$ cat config.mk
export PLATFORM = sky130hd
export DESIGN_NAME = dma_channel_arbiter_unit
export DESIGN_NICKNAME = d
export VERILOG_FILES = /design/src/rtl/dca_pkg.sv /design/src/rtl/dma_channel_arbiter_unit.sv /design/src/rtl/dca_scan.sv
export VERILOG_INCLUDE_DIRS = /design/src /design/src/rtl
export SDC_FILE = /design/constraint.sdc
export NUM_CORES = 1
export LEC_CHECK = 0
export BUFFER_PORTS_ARGS = -buffer_cell sky130_fd_sc_hd__buf_4
export CORE_UTILIZATION = 40
export CTS_CLUSTER_DIAMETER = 80
export DETAILED_ROUTE_END_ITERATION = 10
export REMOVE_ABC_BUFFERS = 1
export SLEW_MARGIN = 5
export SYNTH_ARGS = -nofsm -noshare
export SYNTH_HDL_FRONTEND = slang
export SYNTH_SLANG_ARGS = --single-unit
$ cat constraint.sdc
create_clock -name clk -period 5 [get_ports clk]
set_clock_uncertainty 0.15 [all_clocks]
set_input_delay 1 -clock clk [delete_from_list [all_inputs] [get_ports clk]]
set_output_delay 1 -clock clk [all_outputs]
set_load 0.005 [all_outputs]
$ cat src/rtl/assert_macros.svh
// ----------------------------------------------------------------------------
// Assertion macros
// Clocked on clk and disabled in reset (rst) for every use.
// ----------------------------------------------------------------------------
`ifndef ASSERT_MACROS_SVH
`define ASSERT_MACROS_SVH

// expr must hold at every clock edge
`define ASSERT_ALWAYS(lbl, expr, msg) \
  lbl: assert property (@(posedge clk) disable iff (rst) (expr)) else $error(msg);

// cons must hold in the same cycle as ante
`define ASSERT_IMPLIES(lbl, ante, cons, msg) \
  lbl: assert property (@(posedge clk) disable iff (rst) (ante) |-> (cons)) else $error(msg);

// cons must hold in the cycle after ante
`define ASSERT_NEXT(lbl, ante, cons, msg) \
  lbl: assert property (@(posedge clk) disable iff (rst) (ante) |=> (cons)) else $error(msg);

`endif

$ cat src/rtl/dca_pkg.sv
// ----------------------------------------------------------------------------
// dca_pkg
// Types and constants shared by the DMA channel arbiter.
// ----------------------------------------------------------------------------
package dca_pkg;

  localparam int CHANNELS  = 16;
  localparam int CHAN_W    = 4;
  localparam int CNT_W     = 5;
  localparam int PRIO_W    = 4;
  localparam int PRIOS_W   = 64;
  localparam int MASK_W    = 16;
  localparam int CFG_IDX_W = 2;

  localparam logic [CFG_IDX_W-1:0] CFG_ARB_MODE   = 2'd0;
  localparam logic [CFG_IDX_W-1:0] CFG_CHAN_COUNT = 2'd1;
  localparam logic [CFG_IDX_W-1:0] CFG_CHAN_PRIOS = 2'd2;

  localparam logic MODE_FIXED = 1'b0;
  localparam logic MODE_RR    = 1'b1;

  localparam logic [CNT_W-1:0]   COUNT_RESET = 5'd16;
  localparam logic [PRIOS_W-1:0] PRIOS_RESET = 64'hFEDC_BA98_7654_3210;

  typedef struct packed {
    logic               mode;
    logic [CNT_W-1:0]   count;
    logic [PRIOS_W-1:0] prios;
  } dca_cfg_t;

  typedef struct packed {
    logic busy;
    logic done;
  } dca_status_t;

  typedef struct packed {
    logic              grant_valid;
    logic [CHAN_W-1:0] grant_channel;
    logic              priority_conflict;
  } dca_result_t;

endpackage

$ cat src/rtl/dma_channel_arbiter_unit.sv
// ----------------------------------------------------------------------------
// dma_channel_arbiter_unit
// DMA channel arbiter: round-robin or fixed-priority grant over the channels
// in use, with a duplicate-priority flag.
//
//   channel   handshake                   word
//   request   request_valid/request_stall request_mask
//   result    result_valid/result_stall   grant_valid, grant_channel,
//                                         priority_conflict
//   config    cfg_write                   cfg_index, cfg_data
//
// Fixed priority: walks the n channels in use, one per cycle.
// Round robin: first reduces the start point (last_grant + 1) modulo n
//   by repeated subtraction, then walks the channels in the same way.
// A word with no channel in use skips the walk and goes straight to done.
// Reset is synchronous; only config, result_valid, state and last grant reset.
// result_stall holds a finished word in the sequencer; requests are stalled
//   while a word is in progress.
// ----------------------------------------------------------------------------
module dma_channel_arbiter_unit
  import dca_pkg::*;
(
  input  logic                 clk,
  input  logic                 rst,
  input  logic                 request_valid,
  output logic                 request_stall,
  input  logic [MASK_W-1:0]    request_mask,
  output logic                 result_valid,
  input  logic                 result_stall,
  output logic                 grant_valid,
  output logic [CHAN_W-1:0]    grant_channel,
  output logic                 priority_conflict,
  input  logic                 cfg_write,
  input  logic [CFG_IDX_W-1:0] cfg_index,
  input  logic [PRIOS_W-1:0]   cfg_data
);

  dca_cfg_t    cfg;
  dca_status_t status;
  dca_result_t scan_result;
  logic        accept;
  logic        out_free;
  logic        load;

  assign request_stall = status.busy;
  assign accept        = request_valid && !request_stall;
  assign out_free      = !result_valid || !result_stall;
  assign load          = status.done && out_free;

  always_ff @(posedge clk) begin
    if (rst) begin
      cfg.mode     <= MODE_FIXED;
      cfg.count    <= COUNT_RESET;
      cfg.prios    <= PRIOS_RESET;
      result_valid <= 1'b0;
    end else begin
      if (cfg_write) begin
        case (cfg_index)
          CFG_ARB_MODE:   cfg.mode  <= cfg_data[0];
          CFG_CHAN_COUNT: cfg.count <= cfg_data[CNT_W-1:0];
          CFG_CHAN_PRIOS: cfg.prios <= cfg_data;
          default: begin
          end
        endcase
      end
      if (load) begin
        result_valid <= 1'b1;
      end else if (!result_stall) begin
        result_valid <= 1'b0;
      end
    end
  end

  always_ff @(posedge clk) begin
    if (load) begin
      grant_valid       <= scan_result.grant_valid;
      grant_channel     <= scan_result.grant_channel;
      priority_conflict <= scan_result.priority_conflict;
    end
  end

  dca_scan u_scan (
    .clk          (clk),
    .rst          (rst),
    .start        (accept),
    .request_mask (request_mask),
    .cfg          (cfg),
    .out_free     (out_free),
    .status       (status),
    .result       (scan_result)
  );

endmodule

$ cat src/rtl/dca_scan.sv
// ----------------------------------------------------------------------------
// dca_scan
// Arbitration sequencer: reduces the round-robin start point by repeated
// subtraction, then walks the channels one per cycle through one shared
// compare step (priority compare, wrap-point compare, duplicate check).
// ----------------------------------------------------------------------------
`include "assert_macros.svh"

module dca_scan
  import dca_pkg::*;
(
  input  logic              clk,
  input  logic              rst,
  input  logic              start,
  input  logic [MASK_W-1:0] request_mask,
  input  dca_cfg_t          cfg,
  input  logic              out_free,
  output dca_status_t       status,
  output dca_result_t       result
);

  typedef enum logic [1:0] {
    S_IDLE,
    S_MOD,
    S_SCAN,
    S_DONE
  } state_t;

  state_t              state;
  logic [MASK_W-1:0]   req;
  logic [CNT_W-1:0]    n_r;
  logic [CNT_W-1:0]    pos;
  logic [CHAN_W-1:0]   k;
  logic [CHAN_W-1:0]   last_grant;
  logic                mode_r;
  logic                found_any;
  logic [CHAN_W-1:0]   any_ch;
  logic                found_ge;
  logic [CHAN_W-1:0]   ge_ch;
  logic                fp_found;
  logic [CHAN_W-1:0]   fp_ch;
  logic [PRIO_W-1:0]   best;
  logic [CHANNELS-1:0] seen;
  logic                conflict;

  logic [CNT_W-1:0]    n_sat;
  logic [PRIO_W-1:0]   prio_k;
  logic [CNT_W-1:0]    k_ext;
  logic                res_found;
  logic [CHAN_W-1:0]   sel;

  assign n_sat  = (cfg.count > CNT_W'(CHANNELS)) ? CNT_W'(CHANNELS) : cfg.count;
  assign prio_k = cfg.prios[k*PRIO_W +: PRIO_W];
  assign k_ext  = {1'b0, k};

  assign res_found = (mode_r == MODE_RR) ? found_any : fp_found;
  assign sel       = (mode_r == MODE_RR) ? (found_ge ? ge_ch : any_ch) : fp_ch;

  assign result.grant_valid       = res_found;
  assign result.grant_channel     = res_found ? sel : '0;
  assign result.priority_conflict = conflict;

  assign status.busy = (state != S_IDLE);
  assign status.done = (state == S_DONE);

  always_ff @(posedge clk) begin
    if (rst) begin
      state      <= S_IDLE;
      last_grant <= '0;
    end else begin
      case (state)
        S_IDLE: begin
          if (start) begin
            req       <= request_mask;
            n_r       <= n_sat;
            pos       <= {1'b0, last_grant} + CNT_W'(1);
            mode_r    <= cfg.mode;
            k         <= '0;
            found_any <= 1'b0;
            found_ge  <= 1'b0;
            fp_found  <= 1'b0;
            best      <= '0;
            seen      <= '0;
            conflict  <= 1'b0;
            any_ch    <= '0;
            ge_ch     <= '0;
            fp_ch     <= '0;
            if (n_sat == '0) begin
              state <= S_DONE;
            end else if (cfg.mode == MODE_RR) begin
              state <= S_MOD;
            end else begin
              state <= S_SCAN;
            end
          end
        end
        S_MOD: begin
          if (pos >= n_r) begin
            pos <= pos - n_r;
          end else begin
            state <= S_SCAN;
          end
        end
        S_SCAN: begin
          if (seen[prio_k]) begin
            conflict <= 1'b1;
          end
          seen[prio_k] <= 1'b1;
          if (req[k]) begin
            if (!found_any) begin
              found_any <= 1'b1;
              any_ch    <= k;
            end
            if (!found_ge && (k_ext >= pos)) begin
              found_ge <= 1'b1;
              ge_ch    <= k;
            end
            if (!fp_found || (prio_k > best)) begin
              fp_found <= 1'b1;
              fp_ch    <= k;
              best     <= prio_k;
            end
          end
          if (k_ext == n_r - CNT_W'(1)) begin
            state <= S_DONE;
          end else begin
            k <= k + CHAN_W'(1);
          end
        end
        S_DONE: begin
          if (out_free) begin
            if (res_found) begin
              last_grant <= sel;
            end
            state <= S_IDLE;
          end
        end
        default: begin
          state <= S_IDLE;
        end
      endcase
    end
  end

  `ASSERT_IMPLIES(a_scan_in_range, state == S_SCAN, k_ext < n_r, "scan index past count")
  `ASSERT_IMPLIES(a_rr_start_reduced, (state == S_SCAN) && (mode_r == MODE_RR), pos < n_r,
                  "round-robin start not reduced")
  `ASSERT_NEXT(a_last_grant_upd, (state == S_DONE) && out_free && res_found,
               last_grant == $past(sel), "last grant not updated")
  `ASSERT_IMPLIES(a_single_no_conflict, (state == S_DONE) && (n_r <= CNT_W'(1)), !conflict,
                  "conflict with fewer than two channels")

endmodule

# Yosys cells after proc, flatten, opt, wreduce, memory -nomap -nowiden
# Cells that the tools add are included.
# W data, S select, Z words.
[op_classes] n_addsub=4 magnitude_cmp=7 eq_ne=18 n_shift=1 mux=50 n_bitwise=2 n_reduce_logical=31
[ops] cell="$shiftx A64 B7 Y4" n=1
[ops] cell="$mux W4" n=12
[ops] cell="$pmux W4 S2" n=5
[ops] cell="$pmux W16 S2" n=1
[ops] cell="$reduce_and A4 Y1" n=5
[ops] cell="$mux W16" n=1
[ops] cell="$ne A2 B1 Y1 const B" n=8
[ops] cell="$or A16 B16 Y16" n=1
[ops] cell="$mux W5" n=3
[ops] cell="$reduce_and A5 Y1" n=3
[ops] cell="$mux W1" n=13
[ops] cell="$mux W2" n=6
[ops] cell="$lt A4 B5 Y1 const B" n=2
[ops] cell="$pmux W5 S2" n=1
[ops] cell="$reduce_and A3 Y1" n=3
[ops] cell="$bmux W1 S4" n=2
[ops] cell="$ne A2 B2 Y1 const B" n=4
[ops] cell="$pmux W1 S2" n=4
[ops] cell="$pmux W2 S4" n=1
[ops] cell="$eq A2 B2 Y1 const B" n=3
[ops] cell="$reduce_and A2 Y1" n=3
[ops] cell="$reduce_bool A2 Y1" n=3
[ops] cell="$add A4 B1 Y5 const B" n=1
[ops] cell="$eq A4 B5 Y1" n=1
[ops] cell="other kinds (16)" n=26
[totals] register_bits=150 input_bits=87 word_cells=136

# Depth between registers and ports, before layout
[depth] depth_word=7 depth_mapped=14

# Hierarchy
# From an unflattened synthesis, not the netlist that was laid out.
[unflattened] hier_cells=675 area_unflattened_um2=7544.7
[by_module_without_submodules] module="dca_scan" n_inst=1 cells_per_inst=364 area_each_um2=4372.9
[by_module_without_submodules] module="dma_channel_arbiter_unit" n_inst=1 cells_per_inst=311 area_each_um2=3171.8

# Worst setup path before layout
# No wires, ideal clock.
[synth_timing] path_kind="register to register" from="reg u_scan.k[1]" to="reg u_scan.best[0], enable pin" arrival_time_ps=2981 required_ps=4469 path_slack_ps=1489 stages_incl_launch_ff=12 cell_sequence="edfxtp_1 > buf_4 > mux4_2 > mux4_2 > buf_6 > ha_1 > nor2b_1 > o21ai_0 > nand2b_1 > a21oi_1 > a41o_1 > a31oi_1"
[synth_between] elab_chain_cells=5 elab_cells_between_ends=8 cone_classes="order compare: 1; eq/ne: 2; shift: 1; mux: 2; reduce/logical: 2"
[synth_lines] item="from (decl)" line_no="dca_scan.sv:33" rtl="logic [CHAN_W-1:0] k;"
[synth_lines] item="from (signal assigned)" line_no="dca_scan.sv:127" rtl="k <= k + CHAN_W'(1);"
[synth_lines] item="$shiftx A64 B7 Y4" line_no="dca_scan.sv:53" rtl="assign prio_k = cfg.prios[k*PRIO_W +: PRIO_W];"
[synth_lines] item="named net u_scan.prio_k[1]" line_no="dca_scan.sv:47" rtl="logic [PRIO_W-1:0] prio_k;"
[synth_lines] item="$gt A4 B4 Y1" line_no="dca_scan.sv:118" rtl="if (!fp_found || (prio_k > best)) begin"
[synth_lines] item="$logic_or A1 B1 Y1" line_no="dca_scan.sv:118"
[synth_lines] item="$ne A2 B1 Y1 (no source line)"
[synth_lines] item="$reduce_and A5 Y1 (no source line)"
[synth_lines] item="to (signal assigned)" line_no="dca_scan.sv:121" rtl="best <= prio_k;"
[synth_lines] item="to (decl)" line_no="dca_scan.sv:42" rtl="logic [PRIO_W-1:0] best;"
# The timed path passes the listed nets, and every way through them passes these cells. The select of a mux whose other input is x is not followed.
# A chain may end at the register's enable or synchronous reset.

# Worst setup path after layout
[layout_timing] from="reg u_scan.k[0]" to="reg u_scan.best[1], enable pin"
[layout_between] elab_chain_cells=5 elab_cells_between_ends=8 cone_classes="order compare: 1; eq/ne: 2; shift: 1; mux: 2; reduce/logical: 2"
[layout_lines] item="$shiftx A64 B7 Y4" line_no="dca_scan.sv:53"
[layout_lines] item="$gt A4 B4 Y1" line_no="dca_scan.sv:118"
[layout_lines] item="$logic_or A1 B1 Y1" line_no="dca_scan.sv:118"
[layout_lines] item="$ne A2 B1 Y1 (no source line)"
[layout_lines] item="$reduce_and A5 Y1 (no source line) (*)"
# Mark *: on every way between the ends. The rest lies on a longest branch, timed or not. The select of a mux whose other input is x is not followed.

==> results <==
- The total of buffers placed on input and output ports is 94.
- By area the synthesized netlist is led by edfxtp_1 (31%), dfxtp_1 (22%), nand2_1 (7.5%).
- The startpoint class of the critical path is a flop.
- Row generation in the floorplan step produced 47 rows.
- The detail route stage leaves a number of antenna-violating nets equal to 0.
- For this run, the top clock speed supported by timing is 0.244 GHz.
- The transition time at the pin with the least slew margin is 1.08 ns.
- The final cell count without fillers is 978.
- The via count of the first global-routing pass was 5040.
- The met1 track demand over resource is 0.247.
- The number of H-tree levels is 4.
- In the routed layout, each cell is associated on average with a via count of 5.09.
- The cell count after synthesis came out at 664.
- The vertical die dimension is 134 um.
- The worst hold path belongs to the class flop to flop.
- The number of placed I/O pins is 95.
- The met3 track utilization from global routing is 0.0355.
- The routability congestion estimate from global placement is 0.799.
- Wires add up to 15300 um.
- The number of filler cells placed in the layout is 1589.
- The flow ran to the end, and the final reports show no timing, DRC or antenna violations.
- The total area inside the core boundary comes to 16800 sq um.
- Summed over all nets, the switching power comes to 1.11 mW.
- The final routed DRC violation total is 0.
- The met2 usage in global routing is 0.285.
- The largest total area in the synthesized netlist belongs to edfxtp_1.
- The first global-routing pass estimated 25100 um of wire.
- Of the total power, the share spent switching nets is 0.296.
- The number of distinct library cell variants in the gate-level netlist after synthesis is 48.
- The worst hold margin is 0.278 ns.
- The share of synthesized area in the top cell type comes to 0.314.
- The total overflow left after global routing is 0.
- For the finished layout, the period the worst path requires is 4.10 ns.
- The proportion of layout cells with a drive suffix above 1 is 0.204.
- Clock latency on the worst-skew pair, taken at its later pin, is 0.43 ns.
- The share of the Yosys chip area taken by registers is 0.534.
- The reported max-cap violation count is 0.
- The synthesized design contains 73 enable-type register cells.
- The fraction of power consumed by sequential logic is 0.427.
- The worst pin sits at a relative slew slack of 0.281.
- Once detailed placement completed, the half-perimeter wirelength came to 11100 um.
- Including well taps, the total number of placed cells is 946.
- The part of the total power dissipated in the clock network is 0.317.
- The final routed wire length divided by cell count is 15.7 um.
- Dividing total power by cell area gives a power density of 445 nW/um^2.
- Counting every sink on the clock net gives 150.
- The initial utilization of the core area, before any placement, comes to 0.416.
- For this run, asynchronously set or reset flops after synthesis account for 0.
- For this block, the via count after detailed routing is 4975.
- The data arrival time of the critical path is 3.99 ns.
- Cell internal power was estimated by the tool at 2.63 mW.
- The die boundary width is 134 um.
- In this run, the number of DRC markers left after iteration 0 of detailed routing was 270.
- The combined area of all synthesized cells is 6990 sq um.
- The TritonCTS clock tree is built.
- The start-to-end type of the worst setup path is flop to flop.
- Along the worst path, the maximum fanout reaches 11.
- Setup repair after global routing left no endpoint under its margin.
- Setup violations remaining at the end of the flow were counted as 0.
- Data on the critical path is required at its endpoint by 4.89 ns.
- A synthesized cell averages 10.5 sq um.
- The number of clock buffers added by TritonCTS is 17.
- The number of antenna violations at the first check in global routing came to 0.
- The maximum number of pins on one net before global-route repair is 65.
- The final count of hold timing violations is 0.
- The maximum buffer depth of the clock tree is 2.
- The root buffer selected by CTS is clkbuf_16.
- The count of nets after finishing is 853.
- After clock tree synthesis, the clock-pin slew on the worst setup and hold paths is 0.06 ns.
- The Yosys step of the flow raised 0 warnings.
- The top flip-flop cell by instance count after synthesis is dfxtp_1.
- Before antenna repair, the detailed router went through 5 iterations.
- The antenna cell count is 0.
- The combined global-route utilization of all metal layers is 0.182.
- The final number of max-transition violations is 0.
- The combinational power share is 0.256.
- The post-route clock period utilization is 0.820.
- IR analysis of the VDD net gives a maximum drop of 248 uV.
- The post-synthesis sequential element count is 150.
- STA classifies the critical path endpoint as a flop.
- After clock tree synthesis, the repair step resized 0 gates.
- The number of hold buffers added after CTS was 0.
- The area of the die is 18000 sq um.
- In this run the most used layer during global routing was met2.
- The area growth from synthesis to layout is 20.1%.
- The core utilization of the finished layout is 0.499.
- The final sum of negative setup slack is 0 ns.
- Buffers added to address setup during post-CTS repair amount to 0.
- In this run the static leakage power is 3.48 nW.
## placed cells by master, fill, tap and decap left out, drive strengths merged, types with 2 or more instances in the layout
cell type    n
ha          20
nor2b        7
nand3       35
edfxtp      73
a21o         9
mux4        18
mux2         5
xor2         4
o221ai       2
a22oi        3
nand2      139
inv         27
nand2b       6
and2        10
nor2        45
a21oi       47
or2          2
o21a        18
clkinv       5
nor3         4
buf        102
nand3b       2
o21ai        8
mux2i       42
xnor2        7
a211oi       2
clkbuf      25
dfxtp       77
## path summary, 6_finish.rpt
kind                                     endpoint       startpoint  depth (start not counted)  slack [ns]
worst max-delay path               u_scan.best[1]      u_scan.k[0]                          9        0.90
worst min-delay path            priority_conflict  u_scan.conflict                          0        0.28
worst max register to register     u_scan.best[1]      u_scan.k[0]                          9        0.90
worst min register to register  priority_conflict  u_scan.conflict                          0        0.28
## per-stage QoR
| stage | area, sq um | setup WS, ns | total power, mW |
|---|---|---|---|
| global route | 8400 | 0.722 | 3.94 |
| global placement | 7850 | 1.09 | 2.56 |
| floorplan | 6800 | 0.843 | 2.27 |
| finish | 8400 | 0.902 | 3.74 |
| CTS | 8400 | 0.903 | 3.78 |
| detailed placement | 7850 | 0.944 | 2.59 |
## Yosys cell counts (5+ instances only)
master	count
o21ai_0	7
nand2_1	139
nand2b_1	6
mux2_2	5
mux4_1	6
and2_1	10
a21o_1	9
mux2i_1	42
inv_1	24
clkbuf_1	31
o21a_1	18
mux4_2	12
nor2b_1	7
xnor2_1	7
edfxtp_1	73
nor2_1	45
a21oi_1	47
dfxtp_1	77
nand3_1	35
ha_1	20
## cells by family (layout without fill, tap and decap cells)
family | count (synthesis) | in the layout | share of synthesized area
muxes | 65 | 65 | 0.129
adders and majority gates | 21 | 21 | 0.0387
buffers and inverters | 65 | 159 | 0.0404
xor gates and xnor gates | 11 | 11 | 0.0138
AOI/OAI and AO/OA | 96 | 96 | 0.0861
DFF | 150 | 150 | 0.534
and+or+nand+nor | 256 | 256 | 0.158
## critical path, cell delays in order (launching register included)
cell      delay, ns
edfxtp_1       0.64
mux4_1         0.61
mux4_2         0.62
ha_1           0.35
nor2b_1        0.13
o21ai_0        0.10
nand2b_1       0.10
a21oi_1        0.07
a41o_1         0.20
a31oi_1        0.74
## power groups by stage
| stage | sequential, mW | clock (mW) | combinational, mW |
|---|---|---|---|
| 4_1_cts | 1.60 | 1.21 | 0.970 |
| 3_5_place_dp | 1.63 | 0 | 0.967 |
| 3_3_place_gp | 1.62 | 0 | 0.941 |
| 6_report | 1.60 | 1.18 | 0.958 |
| 5_1_grt | 1.62 | 1.26 | 1.07 |
| 2_1_floorplan | 1.61 | 0 | 0.659 |
## layout make-up
cell class                 instances  area [sq um]  share of cell area
timing repair buffer             102           766              0.0912
inverter                          25          93.8              0.0112
clock buffer                      25           507              0.0603
clock inverter                     7          45.0             0.00536
tap                              220           275              0.0328
sequential                       150          3730               0.445
multi-input combinational        449          2980               0.354
## per-layer routing
metal	share of wire	up-vias	wire, um
li1	-	2478	-
met1	0.48	2363	7430
met2	0.46	110	7020
met3	0.039	24	593
met4	0.019	0	293
met5	0	-	0
## sequential cells by signal, summed over array words and instances, names as in the netlist, 4 cells and up
| register | count |
|---|---|
| u_scan.best | 4 |
| u_scan.k | 4 |
| u_scan.n_r | 5 |
| u_scan.req | 16 |
| u_scan.seen | 16 |
| grant_channel | 4 |
| u_scan.pos | 5 |
| u_scan.fp_ch | 4 |
| cfg | 70 |
| u_scan.last_grant | 4 |
| u_scan.ge_ch | 4 |
| u_scan.any_ch | 4 |
Power figures use the tool's default switching activity.
